File: config.mk
export PLATFORM = sky130hd
export DESIGN_NAME = longest_prefix_route_lookup
export DESIGN_NICKNAME = d
export VERILOG_FILES = /design/src/lprl_pkg.sv /design/src/lprl_ram.sv /design/src/lprl_front.sv /design/src/lprl_back.sv /design/src/longest_prefix_route_lookup.sv
export VERILOG_INCLUDE_DIRS = /design/src /design/src/src
export SDC_FILE = /design/constraint.sdc
export NUM_CORES = 2
export LEC_CHECK = 0
export ABC_CLOCK_PERIOD_IN_PS = 7700
export BUFFER_PORTS_ARGS = -buffer_cell sky130_fd_sc_hd__buf_2
export CAP_MARGIN = 20
export CORE_MARGIN = 4
export CORE_UTILIZATION = 60
export CTS_CLUSTER_DIAMETER = 40
export DETAILED_ROUTE_END_ITERATION = 10
export PLACE_DENSITY = 0.79
export SLEW_MARGIN = 20
export SYNTH_ARGS = -nofsm -noshare
export SYNTH_HDL_FRONTEND = slang
export SYNTH_SLANG_ARGS = --single-unit
File: constraint.sdc
create_clock -name clk -period 7.7 [get_ports clk]
set_input_delay 0.77 -clock clk [delete_from_list [all_inputs] [get_ports clk]]
set_output_delay 0.77 -clock clk [all_outputs]
set_load 0.1 [all_outputs]
File: src/assert_macros.svh
// shared assertion macros for the route lookup block
`ifndef ASSERT_MACROS_SVH
`define ASSERT_MACROS_SVH

// same-cycle implication
`define ASSERT_IMP(label, clk, rst_n, ante, cons) \
	label: assert property (@(posedge clk) disable iff (!rst_n) (ante) |-> (cons)) \
		else $error("assertion failed");

// next-cycle implication
`define ASSERT_NXT(label, clk, rst_n, ante, cons) \
	label: assert property (@(posedge clk) disable iff (!rst_n) (ante) |=> (cons)) \
		else $error("assertion failed");

`endif

File: src/lprl_pkg.sv
// ----------------------------------------------------------------------------
// lprl_pkg
// shared constants and types of the longest-prefix route lookup block
// ----------------------------------------------------------------------------
`timescale 1ns / 1ps

package lprl_pkg;

	localparam int TABLE_DEPTH = 16;
	localparam int NUM_PORTS   = 4;
	localparam int ADDR_W      = 32;
	localparam int PORT_W      = 2;
	localparam int INDEX_W     = 4;
	localparam int TBL_AW      = (TABLE_DEPTH > 1) ? $clog2(TABLE_DEPTH) : 1;
	localparam int JOBQ_DEPTH  = 2;
	localparam int JOBQ_AW     = 1;

	localparam logic CMD_WRITE  = 1'b0;
	localparam logic CMD_LOOKUP = 1'b1;

	typedef enum logic [1:0] {
		OP_STORE,
		OP_INVAL,
		OP_LOOKUP
	} op_t;

	typedef struct packed {
		logic [ADDR_W-1:0] dest;
		logic [ADDR_W-1:0] mask;
		logic [ADDR_W-1:0] gateway;
		logic [PORT_W-1:0] port;
	} route_entry_t;

	typedef struct packed {
		op_t               op;
		logic [TBL_AW-1:0] slot;
		route_entry_t      entry;
		logic [ADDR_W-1:0] addr;
	} job_t;

	// head of the job queue as seen by the back end
	typedef struct packed {
		logic avail;
		job_t job;
	} jobq_head_t;

endpackage

File: src/lprl_ram.sv
// ----------------------------------------------------------------------------
// lprl_ram
// generic single-write, single-read RAM with registered read data
// ----------------------------------------------------------------------------
`timescale 1ns / 1ps

module lprl_ram #(
	parameter int WIDTH = 8,
	parameter int DEPTH = 16
) (
	input  logic                                        clk,
	input  logic                                        we,
	input  logic [((DEPTH > 1) ? $clog2(DEPTH) : 1)-1:0] waddr,
	input  logic [WIDTH-1:0]                            wdata,
	input  logic [((DEPTH > 1) ? $clog2(DEPTH) : 1)-1:0] raddr,
	output logic [WIDTH-1:0]                            rdata
);

	logic [WIDTH-1:0] mem [DEPTH];
	logic [WIDTH-1:0] rdata_q;

	always_ff @(posedge clk) begin
		if (we) begin
			mem[waddr] <= wdata;
		end
		rdata_q <= mem[raddr];
	end

	assign rdata = rdata_q;

endmodule

File: src/lprl_front.sv
// ----------------------------------------------------------------------------
// lprl_front
// accepts input items, sorts them into store, invalidate and lookup jobs,
// drops writes that cannot take effect, and queues the rest for the back end
// ----------------------------------------------------------------------------
`timescale 1ns / 1ps
`include "assert_macros.svh"

module lprl_front (
	input  logic                            clk,
	input  logic                            arst_n,
	input  logic                            push,
	output logic                            full,
	input  logic                            cmd,
	input  logic [lprl_pkg::INDEX_W-1:0]    entry_index,
	input  logic                            entry_valid,
	input  logic [lprl_pkg::ADDR_W-1:0]     entry_dest,
	input  logic [lprl_pkg::ADDR_W-1:0]     entry_mask,
	input  logic [lprl_pkg::ADDR_W-1:0]     entry_gateway,
	input  logic [lprl_pkg::PORT_W-1:0]     entry_port,
	input  logic [lprl_pkg::ADDR_W-1:0]     lookup_addr,
	output lprl_pkg::jobq_head_t            jq,
	input  logic                            jq_pop
);

	lprl_pkg::job_t                  job_in;
	logic                            keep;
	logic                            idx_ok;
	logic                            port_ok;
	logic                            enq;
	logic                            deq;
	lprl_pkg::job_t                  q_mem [lprl_pkg::JOBQ_DEPTH];
	logic [lprl_pkg::JOBQ_AW-1:0]    wr_ptr_q;
	logic [lprl_pkg::JOBQ_AW-1:0]    rd_ptr_q;
	logic [lprl_pkg::JOBQ_AW:0]      cnt_q;

	always_comb begin
		idx_ok  = 32'(entry_index) < 32'(lprl_pkg::TABLE_DEPTH);
		port_ok = 32'(entry_port) < 32'(lprl_pkg::NUM_PORTS);
		job_in.slot          = lprl_pkg::TBL_AW'(entry_index);
		job_in.entry.dest    = entry_dest;
		job_in.entry.mask    = entry_mask;
		job_in.entry.gateway = entry_gateway;
		job_in.entry.port    = entry_port;
		job_in.addr          = lookup_addr;
		if (cmd == lprl_pkg::CMD_LOOKUP) begin
			job_in.op = lprl_pkg::OP_LOOKUP;
			keep      = 1'b1;
		end else if (entry_valid) begin
			job_in.op = lprl_pkg::OP_STORE;
			keep      = idx_ok && port_ok;
		end else begin
			job_in.op = lprl_pkg::OP_INVAL;
			keep      = idx_ok;
		end
	end

	assign full = (cnt_q == (lprl_pkg::JOBQ_AW + 1)'(lprl_pkg::JOBQ_DEPTH));
	// a write that would be ignored is still a transfer, it just never queues
	assign enq  = push && !full && keep;
	assign deq  = jq_pop && (cnt_q != '0);

	assign jq.avail = (cnt_q != '0);
	assign jq.job   = q_mem[rd_ptr_q];

	always_ff @(posedge clk) begin
		if (enq) begin
			q_mem[wr_ptr_q] <= job_in;
		end
	end

	always_ff @(posedge clk or negedge arst_n) begin
		if (!arst_n) begin
			wr_ptr_q <= '0;
			rd_ptr_q <= '0;
			cnt_q    <= '0;
		end else begin
			if (enq) begin
				wr_ptr_q <= wr_ptr_q + 1'b1;
			end
			if (deq) begin
				rd_ptr_q <= rd_ptr_q + 1'b1;
			end
			if (enq && !deq) begin
				cnt_q <= cnt_q + 1'b1;
			end else if (deq && !enq) begin
				cnt_q <= cnt_q - 1'b1;
			end
		end
	end

	`ASSERT_IMP(a_cnt_bound, clk, arst_n, 1'b1, cnt_q <= (lprl_pkg::JOBQ_AW + 1)'(lprl_pkg::JOBQ_DEPTH))
	`ASSERT_NXT(a_cnt_grow, clk, arst_n, enq && !deq, cnt_q == $past(cnt_q) + 1'b1)

endmodule

File: src/lprl_back.sv
// ----------------------------------------------------------------------------
// lprl_back
// carries out queued jobs: table writes, lookups by scanning
// the entry RAM one slot per cycle, result held in an output register
// ----------------------------------------------------------------------------
`timescale 1ns / 1ps
`include "assert_macros.svh"

module lprl_back (
	input  logic                                clk,
	input  logic                                arst_n,
	input  lprl_pkg::jobq_head_t                jq,
	output logic                                jq_pop,
	output logic                                ram_we,
	output logic [lprl_pkg::TBL_AW-1:0]         ram_waddr,
	output lprl_pkg::route_entry_t              ram_wdata,
	output logic [lprl_pkg::TBL_AW-1:0]         ram_raddr,
	input  lprl_pkg::route_entry_t              ram_rdata,
	output logic                                empty,
	input  logic                                pop,
	output logic                                found,
	output logic [lprl_pkg::PORT_W-1:0]         out_port,
	output logic [lprl_pkg::ADDR_W-1:0]         next_hop
);

	typedef enum logic [1:0] {
		ST_IDLE,
		ST_SCAN,
		ST_DONE
	} state_t;

	state_t                            state_q;
	logic [lprl_pkg::TABLE_DEPTH-1:0]  valid_q;
	logic [lprl_pkg::TBL_AW-1:0]       scan_addr_q;
	logic [lprl_pkg::ADDR_W-1:0]       addr_q;
	logic                              hit_q;
	logic [lprl_pkg::ADDR_W-1:0]       best_mask_q;
	logic [lprl_pkg::ADDR_W-1:0]       best_gw_q;
	logic [lprl_pkg::PORT_W-1:0]       best_port_q;
	logic                              out_valid_q;
	logic                              found_q;
	logic [lprl_pkg::PORT_W-1:0]       out_port_q;
	logic [lprl_pkg::ADDR_W-1:0]       next_hop_q;
	logic                              last;
	logic                              hit_now;
	logic                              take;
	logic                              out_free;

	assign jq_pop    = (state_q == ST_IDLE) && jq.avail;
	assign ram_we    = jq_pop && (jq.job.op == lprl_pkg::OP_STORE);
	assign ram_waddr = jq.job.slot;
	assign ram_wdata = jq.job.entry;
	// idle presents slot 0 so a starting lookup has its data in its first scan cycle
	assign ram_raddr = (state_q == ST_SCAN) ? lprl_pkg::TBL_AW'(scan_addr_q + 1'b1) : '0;

	assign last     = (scan_addr_q == lprl_pkg::TBL_AW'(lprl_pkg::TABLE_DEPTH - 1));
	assign hit_now  = valid_q[scan_addr_q]
		&& ((addr_q & ram_rdata.mask) == (ram_rdata.dest & ram_rdata.mask));
	// >= lets the later slot win on equal masks
	assign take     = hit_now && (!hit_q || (ram_rdata.mask >= best_mask_q));
	assign out_free = !out_valid_q || pop;

	always_ff @(posedge clk or negedge arst_n) begin
		if (!arst_n) begin
			state_q     <= ST_IDLE;
			valid_q     <= '0;
			scan_addr_q <= '0;
			addr_q      <= '0;
			hit_q       <= 1'b0;
			best_mask_q <= '0;
			best_gw_q   <= '0;
			best_port_q <= '0;
			out_valid_q <= 1'b0;
			found_q     <= 1'b0;
			out_port_q  <= '0;
			next_hop_q  <= '0;
		end else begin
			if (pop && out_valid_q) begin
				out_valid_q <= 1'b0;
			end
			unique case (state_q)
				ST_IDLE: begin
					if (jq.avail) begin
						unique case (jq.job.op)
							lprl_pkg::OP_STORE: begin
								valid_q[jq.job.slot] <= 1'b1;
							end
							lprl_pkg::OP_INVAL: begin
								valid_q[jq.job.slot] <= 1'b0;
							end
							lprl_pkg::OP_LOOKUP: begin
								addr_q      <= jq.job.addr;
								scan_addr_q <= '0;
								hit_q       <= 1'b0;
								best_mask_q <= '0;
								state_q     <= ST_SCAN;
							end
							default: begin
							end
						endcase
					end
				end
				ST_SCAN: begin
					if (take) begin
						hit_q       <= 1'b1;
						best_mask_q <= ram_rdata.mask;
						best_gw_q   <= ram_rdata.gateway;
						best_port_q <= ram_rdata.port;
					end
					scan_addr_q <= scan_addr_q + 1'b1;
					if (last) begin
						state_q <= ST_DONE;
					end
				end
				ST_DONE: begin
					if (out_free) begin
						out_valid_q <= 1'b1;
						found_q     <= hit_q;
						out_port_q  <= hit_q ? best_port_q : '0;
						if (!hit_q) begin
							next_hop_q <= '0;
						end else if (best_gw_q != '0) begin
							next_hop_q <= best_gw_q;
						end else begin
							next_hop_q <= addr_q;
						end
						state_q <= ST_IDLE;
					end
				end
				default: begin
					state_q <= ST_IDLE;
				end
			endcase
		end
	end

	assign empty    = !out_valid_q;
	assign found    = found_q;
	assign out_port = out_port_q;
	assign next_hop = next_hop_q;

	`ASSERT_NXT(a_scan_runs, clk, arst_n, (state_q == ST_SCAN) && !last, state_q == ST_SCAN)
	`ASSERT_NXT(a_result_held, clk, arst_n, out_valid_q && !pop, out_valid_q && $stable(next_hop_q))

endmodule

File: src/longest_prefix_route_lookup.sv
// ----------------------------------------------------------------------------
// longest_prefix_route_lookup
// IPv4 routing table with longest-prefix match over a fixed number of slots
//
// Input side is a queue: an item transfers when push is high and full low.
// cmd selects a slot write (store or invalidate, no result) or a lookup
// (one result of found, out_port and next_hop). Output side is a queue:
// the oldest result sits on the ports while empty is low and transfers
// when pop is high.
// With the back end idle, an item leaves the two-entry job queue in the cycle
// after its transfer, and a write takes effect as it leaves. A lookup then
// scans the entry RAM one slot per cycle through its single read port over
// all TABLE_DEPTH slots and then registers its result; the back end takes
// no other job from the queue until that result is registered, so lookups
// do not overlap.
// Reset clears all valid bits and both queues; no clearing pass is needed.
// If the receiver stalls, the finished result holds; the next lookup still
// scans and then waits for the register to free, and the job queue keeps
// taking items until it fills.
// ----------------------------------------------------------------------------
`timescale 1ns / 1ps

module longest_prefix_route_lookup (
	input  logic                            clk,
	input  logic                            arst_n,
	input  logic                            push,
	output logic                            full,
	input  logic                            cmd,
	input  logic [lprl_pkg::INDEX_W-1:0]    entry_index,
	input  logic                            entry_valid,
	input  logic [lprl_pkg::ADDR_W-1:0]     entry_dest,
	input  logic [lprl_pkg::ADDR_W-1:0]     entry_mask,
	input  logic [lprl_pkg::ADDR_W-1:0]     entry_gateway,
	input  logic [lprl_pkg::PORT_W-1:0]     entry_port,
	input  logic [lprl_pkg::ADDR_W-1:0]     lookup_addr,
	output logic                            empty,
	input  logic                            pop,
	output logic                            found,
	output logic [lprl_pkg::PORT_W-1:0]     out_port,
	output logic [lprl_pkg::ADDR_W-1:0]     next_hop
);

	lprl_pkg::jobq_head_t           jq;
	logic                           jq_pop;
	logic                           ram_we;
	logic [lprl_pkg::TBL_AW-1:0]    ram_waddr;
	lprl_pkg::route_entry_t         ram_wdata;
	logic [lprl_pkg::TBL_AW-1:0]    ram_raddr;
	lprl_pkg::route_entry_t         ram_rdata;

	lprl_front u_front (
		.clk           (clk),
		.arst_n        (arst_n),
		.push          (push),
		.full          (full),
		.cmd           (cmd),
		.entry_index   (entry_index),
		.entry_valid   (entry_valid),
		.entry_dest    (entry_dest),
		.entry_mask    (entry_mask),
		.entry_gateway (entry_gateway),
		.entry_port    (entry_port),
		.lookup_addr   (lookup_addr),
		.jq            (jq),
		.jq_pop        (jq_pop)
	);

	lprl_ram #(
		.WIDTH ($bits(lprl_pkg::route_entry_t)),
		.DEPTH (lprl_pkg::TABLE_DEPTH)
	) u_ram (
		.clk   (clk),
		.we    (ram_we),
		.waddr (ram_waddr),
		.wdata (ram_wdata),
		.raddr (ram_raddr),
		.rdata (ram_rdata)
	);

	lprl_back u_back (
		.clk       (clk),
		.arst_n    (arst_n),
		.jq        (jq),
		.jq_pop    (jq_pop),
		.ram_we    (ram_we),
		.ram_waddr (ram_waddr),
		.ram_wdata (ram_wdata),
		.ram_raddr (ram_raddr),
		.ram_rdata (ram_rdata),
		.empty     (empty),
		.pop       (pop),
		.found     (found),
		.out_port  (out_port),
		.next_hop  (next_hop)
	);

endmodule

==> results.sh <==
export IMPL_grt_ovfl_total=0
export IMPL_whs_ns=0.1092
export IMPL_arrival_ns=5.42
export IMPL_start_util_pct=60.62
export IMPL_ys_warn_count=0
export IMPL_grt_max_degree=207
export IMPL_status="completed"
export IMPL_yosysMostFrequentCell="edfxtp_1"
export IMPL_core_region_area_um2=132000
export IMPL_port_buffers=176
export IMPL_netlist_top_cells_count="edfxtp_1, nand2_1, nand3_1, clkbuf_1, mux4_2"
export IMPL_worstPathRequired_ns=8.35
export IMPL_setup_violations=0
export IMPL_post_cts_setup_buffers=0
export IMPL_wl_per_cell_um=28.32
export IMPL_dp_hpwl_um=104200
export IMPL_critPathMaxStageDelay_ns=1.05
export IMPL_cts_buffers=216
export IMPL_start_kind="flop"
export IMPL_ys_ff_latch=2099
export IMPL_die_area_um2=139200
export IMPL_hold_viol_final=0
export IMPL_path_class="flop to flop"
export IMPL_clk_latency_ns=0.85
export IMPL_synth_edff_count=1840
export IMPL_die_w_um=373.2
export IMPL_cp_common_cell="buf_4"
export IMPL_power_density_nw_per_um2=419.1
export IMPL_grt_pass1_wl_um=297100
export IMPL_tritoncts="built"
export IMPL_rsz0062_at_grt="false"
export IMPL_ir_worst_vdd_mv=0.6534
export IMPL_synth_nets=5135
export IMPL_skew_ns=0.03619
export IMPL_cp_max_fo=57
export IMPL_nNetsFinal=5321
export IMPL_vias=46141
export IMPL_gp_congestion=0.8609
export IMPL_drtAntennaViolNets=0
export IMPL_hold_path_class="primary input to flop"
export IMPL_async_flop_share_pct=7.670
export IMPL_yosysTopAreaCell="edfxtp_1"
export IMPL_layout_drive_gt1_share_pct=17.87
export IMPL_yosysTopAreaCellShare_pct=69.07
export IMPL_leakagePower_nw=31.11
export IMPL_rows=133
export IMPL_yosys_cell_types_count=55
export IMPL_syn_to_final_growth_pct=12.49
export IMPL_cts_root_buffer="clkbuf_16"
export IMPL_power_w=0.03772
export IMPL_critPathCaptureType="flop"
export IMPL_setup_ws_ns=2.925
export IMPL_synth_seq_area_share_pct=76.55
export IMPL_fmax_mhz=209.4
export IMPL_path_cells="buf_4 > buf_4 > buf_4 > mux4_2 > and2_1 > a311oi_1 > a31oi_1"
export IMPL_dp_slack_ns=3.071
export IMPL_tightestPinTransition_ns=1.157
export IMPL_netlist_area_um2=80000
export IMPL_synth_avg_cell_area_um2=16.13
export IMPL_synthTopCellsByArea="edfxtp_1, mux4_2, dfrtp_1"
export IMPL_slew_headroom_pct=22.88
export IMPL_grt_pass1_vias=45817
export IMPL_antenna_found_initial=6
export IMPL_route_detailed_drc=0
export IMPL_first_iter_violations=6973
export IMPL_clockBufferDepth=3
export IMPL_clk_pin_slew_ns=0.06
export IMPL_slew_violations=0
export IMPL_grt_use_total_pct=28.74
export IMPL_finalCritPeriodShare_pct=62.01
export IMPL_die_height_um=373.2
export IMPL_via_per_inst=6.502
export IMPL_fin_crit_ns=4.775
export IMPL_synth_main_ff_cell="edfxtp_1"
export IMPL_cap_violations=0
export IMPL_first_pass_iters=6
export IMPL_pin_count=177
export IMPL_slowest_stage="dfrtp_4"
export IMPL_numClockSinks=2099
export IMPL_setup_tns_ns=0
export IMPL_synth_cells=4961
export IMPL_drt_wl_total_um=201000
export IMPL_htree_levels=4
-- kinds of logic after synthesis --
kind of cell | Yosys count | share of synthesized area [%]
flops | 2099 | 76.55
xor+xnor | 39 | 0.4270
compound gates | 362 | 3.053
buf+inv | 328 | 1.741
mux | 409 | 8.516
fa+ha+maj | 34 | 0.5318
simple gates | 1690 | 9.177
-- power by group --
part	internal, W	switching, W	total [W]
registers	0.0145	0.000921	0.0154
logic	0.00402	0.00794	0.0120
clock network	0.00597	0.00439	0.0104
-- routing by layer --
| metal | part of all wire, % | routed length, um | up-vias | GRT usage (%) |
|---|---|---|---|---|
| li1 | - | - | 19183 | - |
| met1 | 37 | 73670 | 23159 | 40.55 |
| met2 | 46 | 93210 | 3302 | 43.74 |
| met3 | 13 | 26410 | 487 | 7.687 |
| met4 | 3.8 | 7609 | 10 | 10.82 |
| met5 | 0.034 | 69 | - | 0 |
-- area by class of cell --
| class | count | area, um2 |
|---|---|---|
| inverter | 42 | 157.7 |
| multi-input combinational | 2534 | 17560 |
| sequential | 2099 | 61250 |
| timing repair buffer | 254 | 1665 |
| antenna | 2 | 5.005 |
| clock inverter | 123 | 1279 |
| clock buffer | 287 | 5884 |
| fill | 8024 | 41970 |
| tap | 1755 | 2196 |
-- state kept, by name, summed over array words and instances, names as in the netlist, 2 cells and up, named ones only --
register            cells
u_back.state_q          2
u_back.best_port_q      2
u_back.best_gw_q       32
u_front.cnt_q           2
u_ram.rdata            98
u_back.addr_q          32
u_back.best_mask_q     32
u_front.q_mem         272
u_ram.mem            1568
u_back.next_hop        32
u_back.scan_addr_q      4
u_back.out_port         2
-- stage by stage --
step	utilization, %	std cells	instance area (um2)
after floorplan	-	4961	80000
after global placement	62.72	6681	82760
after detailed placement	62.72	6681	82760
after CTS	68.15	7092	89940
after global routing	68.19	7094	89990
final	68.20	7096	90000
-- worst paths after layout --
check,startpoint,to,slack [ns],depth (start not counted)
worst max-delay path,u_back.scan_addr_q[0],u_ram.rdata[39],2.93,7
worst min-delay path,lookup_addr[20],u_front.q_mem[1][20],0.11,1
worst max register to register,u_back.scan_addr_q[0],u_ram.rdata[39],2.93,7
worst min register to register,u_ram.rdata[6],u_back.best_gw_q[4],0.42,1
max in group asynchronous,arst_n,u_back.addr_q[16],5.85,3
min in group asynchronous,arst_n,u_front.cnt_q[0],0.57,2
-- critical path: cells and delay by family (launching register included) --
family          cells  cell delay, ns
mux                 1            0.41
compound gates      2            0.42
flops               1            1.05
simple gates        1            0.17
buf+inv             3            2.41
-- cells in the final DEF, fill, tap and decap left out, drive strengths merged, types with 3 or more instances in the layout --
master | netlist | routed
edfxtp | 1840 | 1840
nand2 | 948 | 948
nand3 | 495 | 495
clkbuf | 226 | 287
buf | 60 | 253
mux4 | 200 | 200
mux2 | 173 | 173
dfrtp | 161 | 161
and2 | 101 | 101
nor2 | 101 | 101
a31oi | 100 | 100
a311oi | 98 | 98
dfxtp | 98 | 98
a21oi | 76 | 76
inv | 42 | 69
clkinv | 0 | 68
o21ai | 56 | 56
xor2 | 36 | 36
mux2i | 36 | 36
ha | 34 | 34
bufinv | 0 | 16
a22oi | 12 | 12
clkinvlp | 0 | 12
nand2b | 11 | 11
nand4 | 9 | 9
nor4 | 8 | 8
nor2b | 5 | 5
a21o | 4 | 4
and4 | 3 | 3
xnor2 | 3 | 3
-- what timing repair did --
action	4_1_cts	5_1_grt
hold endpoints to repair	43	0
resized for setup	0	0
hold buffers	1	0
Note: power is estimated with default switching activity, not from simulation.
